<file path="config.mk">
export PLATFORM = sky130hd
export DESIGN_NAME = text_terminal_cursor_engine_top
export DESIGN_NICKNAME = d
export VERILOG_FILES = /design/src/sv/ttce_pkg.sv /design/src/sv/ttce_seq.sv /design/src/sv/text_terminal_cursor_engine_top.sv
export VERILOG_INCLUDE_DIRS = /design/src /design/src/sv
export SDC_FILE = /design/constraint.sdc
export NUM_CORES = 1
export LEC_CHECK = 0
export BUFFER_PORTS_ARGS = -buffer_cell sky130_fd_sc_hd__buf_2
export CORE_MARGIN = 2
export CORE_UTILIZATION = 55
export CTS_BUF_LIST = sky130_fd_sc_hd__clkbuf_4
export CTS_CLUSTER_DIAMETER = 40
export CTS_CLUSTER_SIZE = 10
export DETAILED_ROUTE_END_ITERATION = 8
export PLACE_DENSITY = 0.79
export SLEW_MARGIN = 10
export SYNTH_ARGS = -nofsm -noshare
export SYNTH_HDL_FRONTEND = slang
export SYNTH_SLANG_ARGS = --single-unit
</file>
<file path="constraint.sdc">
create_clock -name clk -period 4.9 [get_ports clk]
set_input_delay 0.98 -clock clk [delete_from_list [all_inputs] [get_ports clk]]
set_output_delay 0.98 -clock clk [all_outputs]
set_load 0.05 [all_outputs]
</file>
<file path="src/sv/text_terminal_cursor_engine_top_assert.svh">
// Assertion macros for the text terminal cursor engine.
// Needs a clk and an active-low arst_n in the scope of each use.
`ifndef TEXT_TERMINAL_CURSOR_ENGINE_TOP_ASSERT_SVH
`define TEXT_TERMINAL_CURSOR_ENGINE_TOP_ASSERT_SVH

// same-cycle implication, idle during reset
`define TTCE_ASSERT_NOW(label, ante, cons, msg) \
	label: assert property (@(posedge clk) disable iff (!arst_n) (ante) |-> (cons)) \
		else $error(msg);

// next-cycle implication, idle during reset
`define TTCE_ASSERT_NEXT(label, ante, cons, msg) \
	label: assert property (@(posedge clk) disable iff (!arst_n) (ante) |=> (cons)) \
		else $error(msg);

`endif

</file>
<file path="src/sv/ttce_pkg.sv">
// Shared types, constants and the microcode table of the cursor engine.
// No dependencies; used by ttce_seq and text_terminal_cursor_engine_top.
package ttce_pkg;

	localparam int TabWidth = 8;
	localparam int MaxRows  = 60;

	localparam logic [7:0] CharNul   = 8'h00;
	localparam logic [7:0] CharBel   = 8'h07;
	localparam logic [7:0] CharBs    = 8'h08;
	localparam logic [7:0] CharTab   = 8'h09;
	localparam logic [7:0] CharLf    = 8'h0A;
	localparam logic [7:0] CharFf    = 8'h0C;
	localparam logic [7:0] CharCr    = 8'h0D;
	localparam logic [7:0] CharSpace = 8'h20;

	typedef enum logic [1:0] {
		REG_COLUMNS   = 2'd0,
		REG_ROWS      = 2'd1,
		REG_ATTRIBUTE = 2'd2,
		REG_CURSOR_EN = 2'd3
	} reg_t;

	typedef enum logic [1:0] {
		RES_REPORT = 2'd0,
		RES_CELL   = 2'd1,
		RES_SCROLL = 2'd2,
		RES_BELL   = 2'd3
	} res_t;

	typedef enum logic [3:0] {
		OP_NONE,
		OP_LOAD,
		OP_GOTO,
		OP_BACK,
		OP_CR,
		OP_STORE,
		OP_LF,
		OP_HOME,
		OP_TABCNT,
		OP_FFCNT
	} op_t;

	typedef enum logic [2:0] {
		UE_NONE,
		UE_CELL,
		UE_SCROLL,
		UE_BELL,
		UE_REPORT
	} uev_t;

	typedef enum logic [1:0] {
		J_WAIT,
		J_NEXT,
		J_JMP,
		J_LOOP
	} cond_t;

	typedef logic [3:0] pc_t;

	localparam pc_t StIdle   = 4'd0;
	localparam pc_t StGoto   = 4'd1;
	localparam pc_t StBel    = 4'd2;
	localparam pc_t StBs     = 4'd3;
	localparam pc_t StCr     = 4'd4;
	localparam pc_t StFf     = 4'd5;
	localparam pc_t StFLoop  = 4'd6;
	localparam pc_t StFScr   = 4'd7;
	localparam pc_t StHome   = 4'd8;
	localparam pc_t StChar   = 4'd9;
	localparam pc_t StLf     = 4'd10;
	localparam pc_t StScr    = 4'd11;
	localparam pc_t StTab    = 4'd12;
	localparam pc_t StTLoop  = 4'd13;
	localparam pc_t StTScr   = 4'd14;
	localparam pc_t StReport = 4'd15;

	typedef struct packed {
		op_t   op;
		uev_t  ev;
		logic  space;
		logic  dec;
		cond_t cond;
		pc_t   target;
	} ctrl_t;

	// status from the datapath into the sequencer
	typedef struct packed {
		logic in_valid;
		logic slot_free;
		logic cnt_nz;
		logic pend;
		pc_t  entry;
	} stat_t;

	// sequencer to datapath
	typedef struct packed {
		ctrl_t word;
		logic  go;
		logic  emit;
		pc_t   pc;
	} seq_t;

	function automatic ctrl_t ucode(input pc_t pc);
		ctrl_t w;
		case (pc)
			StIdle:   w = '{OP_LOAD,   UE_NONE,   1'b0, 1'b0, J_WAIT, StIdle};
			StGoto:   w = '{OP_GOTO,   UE_NONE,   1'b0, 1'b0, J_JMP,  StReport};
			StBel:    w = '{OP_NONE,   UE_BELL,   1'b0, 1'b0, J_JMP,  StReport};
			StBs:     w = '{OP_BACK,   UE_NONE,   1'b0, 1'b0, J_JMP,  StReport};
			StCr:     w = '{OP_CR,     UE_NONE,   1'b0, 1'b0, J_JMP,  StReport};
			StFf:     w = '{OP_FFCNT,  UE_NONE,   1'b0, 1'b0, J_NEXT, StIdle};
			StFLoop:  w = '{OP_LF,     UE_NONE,   1'b0, 1'b1, J_NEXT, StIdle};
			StFScr:   w = '{OP_NONE,   UE_SCROLL, 1'b0, 1'b0, J_LOOP, StFLoop};
			StHome:   w = '{OP_HOME,   UE_NONE,   1'b0, 1'b0, J_JMP,  StReport};
			StChar:   w = '{OP_STORE,  UE_CELL,   1'b0, 1'b0, J_JMP,  StScr};
			StLf:     w = '{OP_LF,     UE_NONE,   1'b0, 1'b0, J_NEXT, StIdle};
			StScr:    w = '{OP_NONE,   UE_SCROLL, 1'b0, 1'b0, J_JMP,  StReport};
			StTab:    w = '{OP_TABCNT, UE_NONE,   1'b0, 1'b0, J_NEXT, StIdle};
			StTLoop:  w = '{OP_STORE,  UE_CELL,   1'b1, 1'b1, J_NEXT, StIdle};
			StTScr:   w = '{OP_NONE,   UE_SCROLL, 1'b0, 1'b0, J_LOOP, StTLoop};
			StReport: w = '{OP_NONE,   UE_REPORT, 1'b0, 1'b0, J_JMP,  StIdle};
			default:  w = '{OP_NONE,   UE_NONE,   1'b0, 1'b0, J_JMP,  StIdle};
		endcase
		return w;
	endfunction

	// first microcode step for a request
	function automatic pc_t entry_of(input logic req_type, input logic [7:0] code);
		pc_t e;
		if (req_type) begin
			e = StGoto;
		end else begin
			case (code)
				CharNul: e = StReport;
				CharBel: e = StBel;
				CharBs:  e = StBs;
				CharTab: e = StTab;
				CharLf:  e = StLf;
				CharFf:  e = StFf;
				CharCr:  e = StCr;
				default: e = StChar;
			endcase
		end
		return e;
	endfunction

endpackage

</file>
<file path="src/sv/ttce_seq.sv">
// Microcode sequencer: step counter, control table lookup and jumps.
// Depends on ttce_pkg for the control word and the table.
module ttce_seq (
	input  logic           clk,
	input  logic           arst_n,
	input  ttce_pkg::stat_t stat,
	output ttce_pkg::seq_t  ctl
);

	ttce_pkg::pc_t   pc_q;
	ttce_pkg::pc_t   pc_nx;
	ttce_pkg::ctrl_t word;
	logic            need;
	logic            go;

	always_comb begin
		word = ttce_pkg::ucode(pc_q);
		need = (word.ev == ttce_pkg::UE_CELL) || (word.ev == ttce_pkg::UE_BELL) ||
		       (word.ev == ttce_pkg::UE_REPORT) ||
		       ((word.ev == ttce_pkg::UE_SCROLL) && stat.pend);
		if (word.cond == ttce_pkg::J_WAIT) begin
			go = stat.in_valid;
		end else begin
			go = !need || stat.slot_free;
		end
		case (word.cond)
			ttce_pkg::J_WAIT: pc_nx = stat.entry;
			ttce_pkg::J_NEXT: pc_nx = pc_q + 4'd1;
			ttce_pkg::J_JMP:  pc_nx = word.target;
			ttce_pkg::J_LOOP: pc_nx = stat.cnt_nz ? word.target : pc_q + 4'd1;
			default:          pc_nx = ttce_pkg::StIdle;
		endcase
		ctl.word = word;
		ctl.go   = go;
		ctl.emit = go && need;
		ctl.pc   = pc_q;
	end

	always_ff @(posedge clk or negedge arst_n) begin
		if (!arst_n) begin
			pc_q <= ttce_pkg::StIdle;
		end else if (go) begin
			pc_q <= pc_nx;
		end
	end

endmodule

</file>
<file path="src/sv/text_terminal_cursor_engine_top.sv">
// Top level of the text terminal cursor engine: config registers, datapath, output word.
// Depends on ttce_pkg, ttce_seq and text_terminal_cursor_engine_top_assert.svh.
//
//  channel | handshake            | word
//  --------+----------------------+------------------------------------------------
//  in      | in_valid / in_ready  | req_type, char_code, goto_col, goto_row
//  out     | out_valid / out_ready| event_res, cell_*, report_col, cursor_row,
//          |                      | cursor_shown, last
//  cfg     | cfg_we (no wait)     | cfg_idx, cfg_data
//
// One request at a time, run by the microcode sequencer, one table step per cycle while
// no stall or wait for input holds it, and at most one output word per step. A goto
// runs its goto and report steps, a tab or form feed one loop pass per space or line.
// Any stall on out holds the sequencer on its emitting step. Reset clears the cursor
// to the bottom-left corner and restores 80 columns, 24 rows, attribute 7 and a hidden cursor.
`include "text_terminal_cursor_engine_top_assert.svh"

module text_terminal_cursor_engine_top (
	input  logic        clk,
	input  logic        arst_n,
	input  logic        cfg_we,
	input  logic [1:0]  cfg_idx,
	input  logic [15:0] cfg_data,
	input  logic        in_valid,
	output logic        in_ready,
	input  logic        req_type,
	input  logic [7:0]  char_code,
	input  logic [7:0]  goto_col,
	input  logic [7:0]  goto_row,
	output logic        out_valid,
	input  logic        out_ready,
	output logic [1:0]  event_res,
	output logic [7:0]  cell_col,
	output logic [5:0]  cell_row,
	output logic [7:0]  cell_char,
	output logic [15:0] cell_attr,
	output logic [7:0]  report_col,
	output logic [5:0]  cursor_row,
	output logic        cursor_shown,
	output logic        last
);

	// configuration registers
	logic [7:0]  cols_q;
	logic [5:0]  rows_q;
	logic [15:0] attr_q;
	logic        cen_q;

	// cursor, loop count, pending scroll and latched request
	logic [7:0]  x_q;
	logic [5:0]  y_q;
	logic [5:0]  cnt_q;
	logic        pend_q;
	logic [7:0]  ch_q;
	logic [7:0]  gc_q;
	logic [7:0]  gr_q;

	// output word
	logic        ov_q;
	logic [1:0]  ev_q;
	logic [7:0]  ccol_q;
	logic [5:0]  crow_q;
	logic [7:0]  cchar_q;
	logic [15:0] cattr_q;
	logic [7:0]  kcol_q;
	logic [5:0]  krow_q;
	logic        kshow_q;
	logic        last_q;

	ttce_pkg::stat_t stat;
	ttce_pkg::seq_t  ctl;

	logic [7:0] tw;
	logic [7:0] twm1;
	logic [5:0] th;
	logic [5:0] thm1;
	logic [8:0] x_inc;
	logic       at_edge;
	logic [5:0] gr_c;
	logic       accept;

	// effective screen size: zero acts as one, rows saturate at the maximum
	always_comb begin
		tw = (cols_q == 8'd0) ? 8'd1 : cols_q;
		twm1 = tw - 8'd1;
		if (rows_q == 6'd0) begin
			th = 6'd1;
		end else if (rows_q > 6'(ttce_pkg::MaxRows)) begin
			th = 6'(ttce_pkg::MaxRows);
		end else begin
			th = rows_q;
		end
		thm1 = th - 6'd1;
		x_inc = {1'b0, x_q} + 9'd1;
		at_edge = x_inc >= {1'b0, tw};
		gr_c = (gr_q > {2'b00, thm1}) ? thm1 : gr_q[5:0];
	end

	assign in_ready = (ctl.pc == ttce_pkg::StIdle);
	assign accept   = in_valid && in_ready;

	always_comb begin
		stat.in_valid  = in_valid;
		stat.slot_free = !ov_q || out_ready;
		stat.cnt_nz    = (cnt_q != 6'd0);
		stat.pend      = pend_q;
		stat.entry     = ttce_pkg::entry_of(req_type, char_code);
	end

	ttce_seq u_seq (
		.clk    (clk),
		.arst_n (arst_n),
		.stat   (stat),
		.ctl    (ctl)
	);

	// configuration writes; an unknown index never occurs with a two-bit index
	always_ff @(posedge clk or negedge arst_n) begin
		if (!arst_n) begin
			cols_q <= 8'd80;
			rows_q <= 6'd24;
			attr_q <= 16'd7;
			cen_q  <= 1'b0;
		end else if (cfg_we) begin
			case (ttce_pkg::reg_t'(cfg_idx))
				ttce_pkg::REG_COLUMNS:   cols_q <= cfg_data[7:0];
				ttce_pkg::REG_ROWS:      rows_q <= cfg_data[5:0];
				ttce_pkg::REG_ATTRIBUTE: attr_q <= cfg_data;
				ttce_pkg::REG_CURSOR_EN: cen_q  <= cfg_data[0];
				default: ;
			endcase
		end
	end

	// request latch: taken once, held for the whole request
	always_ff @(posedge clk) begin
		if (accept) begin
			ch_q <= char_code;
			gc_q <= goto_col;
			gr_q <= goto_row;
		end
	end

	// cursor datapath, one micro-operation per step
	always_ff @(posedge clk or negedge arst_n) begin
		if (!arst_n) begin
			x_q    <= 8'd0;
			y_q    <= 6'd0;
			cnt_q  <= 6'd0;
			pend_q <= 1'b0;
		end else if (ctl.go) begin
			if (ctl.word.dec) begin
				cnt_q <= cnt_q - 6'd1;
			end
			// a scroll step always consumes the pending flag
			if (ctl.word.ev == ttce_pkg::UE_SCROLL) begin
				pend_q <= 1'b0;
			end
			case (ctl.word.op)
				ttce_pkg::OP_LOAD: begin
					// saturate a cursor left outside a shrunken screen
					x_q <= (x_q > twm1) ? twm1 : x_q;
					y_q <= (y_q > thm1) ? thm1 : y_q;
				end
				ttce_pkg::OP_GOTO: begin
					x_q <= (gc_q > twm1) ? twm1 : gc_q;
					y_q <= thm1 - gr_c;
				end
				ttce_pkg::OP_BACK: begin
					// at the left edge climb to the end of the line above, or stick on top
					if (x_q != 8'd0) begin
						x_q <= x_q - 8'd1;
					end else if (y_q < thm1) begin
						x_q <= twm1;
						y_q <= y_q + 6'd1;
					end
				end
				ttce_pkg::OP_CR: x_q <= 8'd0;
				ttce_pkg::OP_STORE: begin
					if (at_edge) begin
						x_q <= 8'd0;
						if (y_q == 6'd0) begin
							pend_q <= 1'b1;
						end else begin
							y_q <= y_q - 6'd1;
						end
					end else begin
						x_q <= x_inc[7:0];
					end
				end
				ttce_pkg::OP_LF: begin
					x_q <= 8'd0;
					if (y_q == 6'd0) begin
						pend_q <= 1'b1;
					end else begin
						y_q <= y_q - 6'd1;
					end
				end
				ttce_pkg::OP_HOME: begin
					x_q <= 8'd0;
					y_q <= thm1;
				end
				ttce_pkg::OP_TABCNT:
					cnt_q <= 6'(ttce_pkg::TabWidth - int'(x_q) % ttce_pkg::TabWidth);
				ttce_pkg::OP_FFCNT: cnt_q <= th + 6'd1;
				default: ;
			endcase
		end
	end

	// output word valid: set on emit, drop once taken
	always_ff @(posedge clk or negedge arst_n) begin
		if (!arst_n) begin
			ov_q <= 1'b0;
		end else if (ctl.emit) begin
			ov_q <= 1'b1;
		end else if (out_ready) begin
			ov_q <= 1'b0;
		end
	end

	// output word payload; unused fields are zero
	always_ff @(posedge clk) begin
		if (ctl.emit) begin
			ev_q    <= ttce_pkg::RES_REPORT;
			ccol_q  <= 8'd0;
			crow_q  <= 6'd0;
			cchar_q <= 8'd0;
			cattr_q <= 16'd0;
			kcol_q  <= 8'd0;
			krow_q  <= 6'd0;
			kshow_q <= 1'b0;
			last_q  <= 1'b0;
			case (ctl.word.ev)
				ttce_pkg::UE_CELL: begin
					ev_q    <= ttce_pkg::RES_CELL;
					ccol_q  <= x_q;
					crow_q  <= y_q;
					cchar_q <= ctl.word.space ? ttce_pkg::CharSpace : ch_q;
					cattr_q <= attr_q;
				end
				ttce_pkg::UE_SCROLL: ev_q <= ttce_pkg::RES_SCROLL;
				ttce_pkg::UE_BELL:   ev_q <= ttce_pkg::RES_BELL;
				ttce_pkg::UE_REPORT: begin
					kcol_q  <= x_q;
					krow_q  <= y_q;
					kshow_q <= cen_q;
					last_q  <= 1'b1;
				end
				default: ;
			endcase
		end
	end

	assign out_valid    = ov_q;
	assign event_res    = ev_q;
	assign cell_col     = ccol_q;
	assign cell_row     = crow_q;
	assign cell_char    = cchar_q;
	assign cell_attr    = cattr_q;
	assign report_col   = kcol_q;
	assign cursor_row   = krow_q;
	assign cursor_shown = kshow_q;
	assign last         = last_q;

	// a taken request always leaves the idle step
	`TTCE_ASSERT_NEXT(a_accept_leaves_idle, accept, !in_ready, "request accepted but sequencer still idle")
	// only the cursor report closes a request
	`TTCE_ASSERT_NOW(a_last_is_report, ov_q && last_q, ev_q == ttce_pkg::RES_REPORT, "last set on a non-report word")
	// a pending scroll only ever waits on a scroll step
	`TTCE_ASSERT_NOW(a_pend_on_scroll, pend_q, (ctl.pc == ttce_pkg::StScr) || (ctl.pc == ttce_pkg::StFScr) || (ctl.pc == ttce_pkg::StTScr), "scroll pending outside a scroll step")

endmodule

</file>
**Word level (Yosys, flattened, before mapping)**

Memory sizes are Yosys's and may differ from the RTL's.
Index checks and enable logic that the tools add are counted.

- ROM bits: 240
- Bits of input ports: 48
- Bits in registers: 137
- Word-level logic and storage cells: 138
- Memories kept: 1
- Output and inout port bits: 58

- Muxes and demuxes: 32
- Bitwise operators: 1
- Order comparisons: 7
- Equality and inequality tests: 31
- Add/subtract/negate cells: 11
- Reduce and logical (&&, ||, !) cells: 32

Memories:

| memory | words | bits a word | read ports | clocked after memory_dff | write ports | RTL line | source |
|---|---|---|---|---|---|---|---|
| (name not given) | 16 | 15 | 1 | 0 | 0 | ttce_pkg.sv:106 | `case (pc)` |

Operators with widths:

| operator | number |
|---|---|
| $mux 6 | 10 |
| $mux 8 | 6 |
| $eq 8x4->1 const B | 5 |
| $pmux 8 s5 | 1 |
| $pmux 6 s6 | 1 |
| $pmux 4 s7 | 1 |
| $sub 6x1->6 const B | 3 |
| $eq 4x3->1 const B | 4 |
| $gt 8x8->1 | 2 |
| $logic_not 8->1 | 2 |
| $pmux 4 s4 | 1 |
| $sub 8x1->8 const B | 2 |
| $add 6x1->6 const B | 2 |
| $logic_not 6->1 | 2 |
| $pmux 6 s2 | 1 |
| $reduce_bool 6->1 | 2 |
| $ne 2x2->1 const B | 5 |
| $reduce_and 2->1 | 5 |
| $add 8x1->9 const B | 1 |
| $ge 9x8->1 | 1 |
| $eq 2x2->1 const B | 4 |
| $eq 4x2->1 const B | 2 |
| $eq 4x4->1 const B | 2 |
| $eq 8x3->1 const B | 1 |
| other kinds (31) | 48 |

**Depth between registers and ports, before layout**

An unclocked memory read counts as a cell.

- Depth in word-level cells: 10
- Gate-level depth with buffers: 24
- Mapped depth without buffers: 23

**By module**

From an unflattened synthesis, not the netlist that was laid out.

- Cell total of the unflattened synthesis: 830
- Area total of the unflattened synthesis: 8589.5 um2

Modules (own cells, without submodules):

| module | area an instance (um2) | times used | cells an instance | seq. area each (um2) |
|---|---|---|---|---|
| text_terminal_cursor_engine_top | 7800.0 | 1 | 733 | 3737.3 |
| ttce_seq | 789.5 | 1 | 97 | 100.1 |

**Worst setup path before layout**

OpenSTA, ideal clock, no wires.

- Path type: reg2reg
- Start point: register u_seq.pc_q[0]
- End point: register cattr_q[0], in the netlist cell_attr[0], enable pin
- Cell stages (with the launch flop): 10
- Path buffers: 2
- Arrival time: 4428 ps
- Path slack: 1 ps
- Required time: 4429 ps
- Period minus slack after synthesis: 4899 ps
- Setup time: 471 ps
- Path through: dfrtp_1 buf_2 inv_1 ha_1 mux2i_1 and4b_1 buf_2 or3_4 a31o_2 nor2_1

RTL lines:

| item | RTL line | source |
|---|---|---|
| from (decl) | ttce_seq.sv:10 | `ttce_pkg::pc_t pc_q;` |
| from (signal assigned) | ttce_seq.sv:41 | `pc_q <= ttce_pkg::StIdle;` |
| from (signal assigned) | ttce_seq.sv:43 | `pc_q <= pc_nx;` |
| to (signal assigned) | text_terminal_cursor_engine_top.sv:240 | `cattr_q <= attr_q;` |
| to (decl) | text_terminal_cursor_engine_top.sv:64 | `logic [15:0] cattr_q;` |

**Worst setup path after layout**

- Start point: register rows_q[3]
- End point: register y_q[4]

- Longest elaborated chain between the ends: 8
- Elaborated cells on any way between the ends: 15
- Those cells by class: add/sub (2); order compare (4); eq/ne (2); mux (5); reduce/logical (2)

Ends and longest elaborated chain:

| item | RTL line | source |
|---|---|---|
| from (decl) | text_terminal_cursor_engine_top.sv:45 | `logic [5:0] rows_q;` |
| from (signal assigned) | text_terminal_cursor_engine_top.sv:127 | `ttce_pkg::REG_ROWS: rows_q <= cfg_data[5:0];` |
| $gt 6x6->1 | text_terminal_cursor_engine_top.sv:88 | `end else if (rows_q > 6'(ttce_pkg::MaxRows)) begin` |
| $mux 6 | text_terminal_cursor_engine_top.sv:88 |  |
| $mux 6 * | text_terminal_cursor_engine_top.sv:86 | `if (rows_q == 6'd0) begin` |
| $sub 6x1->6 * | text_terminal_cursor_engine_top.sv:93 | `thm1 = th - 6'd1;` |
| $gt 8x6->1 | text_terminal_cursor_engine_top.sv:96 | `gr_c = (gr_q > {2'b00, thm1}) ? thm1 : gr_q[5:0];` |
| $mux 6 | text_terminal_cursor_engine_top.sv:96 |  |
| $sub 6x6->6 | text_terminal_cursor_engine_top.sv:167 | `y_q <= thm1 - gr_c;` |
| $pmux 6 s6 | text_terminal_cursor_engine_top.sv:159 | `case (ctl.word.op)` |
| to (signal assigned) | text_terminal_cursor_engine_top.sv:163 | `y_q <= (y_q > thm1) ? thm1 : y_q;` |
| to (signal assigned) | text_terminal_cursor_engine_top.sv:167 |  |
| to (signal assigned) | text_terminal_cursor_engine_top.sv:175 | `y_q <= y_q + 6'd1;` |
| to (decl) | text_terminal_cursor_engine_top.sv:51 | `logic [5:0] y_q;` |

Mark *: on every way between the ends. The rest lies on a longest branch, timed or not. The select of a mux whose other input is x is not followed.
A chain may end at the register's enable or synchronous reset.

==> impl_metrics.ini <==
[timing]
setup_slack_ns = 0.251
drv_slew = 0
fin_crit_ns = 4.65
timing.final.hold_violations = 0
timing.fmax_mhz = 215
finalSetupViolations = 0
relSlewSlack_pct = 26.4
skew_ns = 0.0302
tightestPinTransition_ns = 1.10
timing.final.crit_share_pct = 94.9
hold_ws_ns = 0.510

[run]
cap_violations = 0

[floorplan]
dieHeight_um = 126
coreArea_sq_um = 14600
ios = 106
start_util_pct = 56.5
die-area_sq_um = 16000
num_rows = 44
die_w_um = 126

[setup_path]
crit_path_end_kind = flip-flop
worst_setup_path_start_kind = flip-flop
critical_path_required_ns = 5.35
ff2ff_path_depth = 23
cp_max_fo = 7
worst_ep_arrival_time_ns = 5.10
crit_type = reg -> reg

[clock_tree]
cts_tree = done
clock_sinks = 137
clk_latency_ns = 0.57
clk_pin_slew_ns = 0.13
cts-root-buf = clkbuf_4
cts_hold_buf = 0
cts_buffer_depth = 2
htreeDepth = 4
cts-buffers-inserted = 17

[min_path]
hold_path.class = reg -> reg
hold_path_depth = 1

[synthesis]
seq_area_frac_synth_pct = 46.6
synth_seq_cells = 137
synth_area_leaders = edfxtp_1 29%, dfrtp_1 15%, ha_1 9.0%
postSynthCellCount = 780
synth.largest_area_cell = edfxtp_1
avgSynthCellArea_sq_um = 10.6
yosysMostFrequentCell = edfxtp_1
async_flop_share_pct = 41.6
yosysWarnings = 0
synth_top_area_share_pct = 29.2
synth.distinct_cells = 73
synth_fp_nets = 889
synth_flop_cell = edfxtp_1
syn_area_sq_um = 8240
synthTopCellsByCount = 80 x edfxtp_1, 59 x ha_1, 51 x nor2_1
synth_enable_flop_cells = 80

[global_routing]
grt_pass1_vias = 6102
grtUsageTotal_pct = 23.1
antenna_found_initial = 1
met1_usage_pct = 29.5
use_met2_pct = 38.9
grtUsageMet3_pct = 5.36
grt_max_degree = 58
top_usage_layer = met2
grt-ovfl-total = 0
grt_pass1_wl_mm = 29.4

[layout]
drive_gt1_share_pct = 23.2
fin_util_pct = 63.8
nets = 998
areaGrowthSynthToFinish_pct = 13.1
finish.instance_area_sq_um = 9310

[route]
drtIter0Drc = 448
avgViaCountPerCell = 5.89
ant_nets = 0
drc_errors = 0
num_vias = 6406
wl_per_cell_um = 17.2
dr.pass1.iters = 5
wl_mm = 18.7

[placed_design]
dp_hpwl_mm = 13.4
io_buffers = 105
placed_area_sq_um = 8940
preCtsSetupSlack_ns = 0.0329
gp_congestion = 0.966

[status]
outcome = finished, final reports clean
what timing repair did:
action,CTS,global route
gates resized for setup,1,5
endpoints found under the setup margin,1,1
cloned,0,0
pin swaps,0,2
buffers inserted,0,4
per-stage QoR:
| stage | std cells | TNS, ns |
|---|---|---|
| 2_1_floorplan | 780 | 0 |
| 3_3_place_gp | 1050 | 0 |
| 3_5_place_dp | 1050 | 0 |
| 4_1_cts | 1082 | 0 |
| 5_1_grt | 1087 | -0.0928 |
| 6_report | 1087 | 0 |
cells in the final DEF, fill, tap and decap left out, drive strengths merged, types with 6 or more instances in the layout:
cell type	netlist	layout
a21oi	43	43
dfrtp	50	50
nor3	20	20
edfxtp	80	80
nor2b	11	11
o21a	8	8
a22oi	8	8
o22ai	6	6
a21o	7	7
nor2	52	52
mux2	36	36
dfstp	7	7
inv	43	48
and2	48	48
nand3	25	25
buf	12	119
nand2	40	40
o21ai	45	45
a211oi	10	10
nand4	11	11
ha	59	59
and3	16	16
mux2i	6	6
a31oi	11	11
a211o	11	11
clkbuf	17	20
xnor2	23	23
nor4	6	6
layout make-up:
cell class,instances,area (sq um)
fillers,1157,5280
multi-input cells,571,4140
flip-flops and latches,137,3840
repair buffers,119,631
well taps,184,230
clock inverters,12,163
inverters,43,161
clock buffers,20,150
diodes,1,2.50
logic make-up (layout without fill, tap and decap cells):
kind of cell             Yosys count  in the layout  share of synthesized area [%]
AND/OR/NAND/NOR                  250            250                           16.0
AO/OA/AOI/OAI                    188            188                           15.4
flip-flops                       137            137                           46.6
buffers and inverters             72            194                           3.60
adder cells (fa/ha/maj)           63             63                           9.69
multiplexers                      42             42                           5.79
XOR/XNOR                          28             28                           2.98
other                              0              1                              0
final timing paths:
path | start | slack [ns] | endpoint
setup / recovery | rows_q[3]$_DFFE_PN1P_ | 0.25 | y_q[4]$_DFFE_PN0P_
hold / removal | attr_q[15]$_DFFE_PN0P_ | 0.51 | attr_q[15]$_DFFE_PN0P_
setup reg to reg | rows_q[3]$_DFFE_PN1P_ | 0.25 | y_q[4]$_DFFE_PN0P_
hold reg to reg | attr_q[15]$_DFFE_PN0P_ | 0.51 | attr_q[15]$_DFFE_PN0P_
max in group asynchronous | arst_n | 3.79 | rows_q[2]$_DFFE_PN0P_
min in group asynchronous | arst_n | 0.55 | attr_q[11]$_DFFE_PN0P_
metal layers:
metal  routed length [um]  up-vias
met2                 9220      201
met4                  425        0
met3                 1010       35
met1                 8000     3064
li1                     -     3106
met5                    0        -
worst max-delay path, stage by stage, from the launching register on:
cell     delay [ns]
dfstp_2        0.62
nor2_1         0.08
a21oi_1        0.19
o21ai_2        0.09
inv_1          0.13
ha_2           0.23
xor2_2         0.19
inv_1          0.12
ha_1           0.31
o21a_1         0.11
o21a_1         0.16
o21a_1         0.19
o22ai_4        0.19
nand4_1        0.13
nand3_1        0.11
ha_1           0.17
inv_1          0.05
fa_1           0.41
a21o_1         0.17
a21oi_1        0.16
xnor2_1        0.08
a22oi_1        0.17
o21ai_0        0.11
mux2_1         0.32
Power is left out: the tool's default activity adds up to more than one toggle a clock period on the data nets, which glitch-free logic cannot reach.
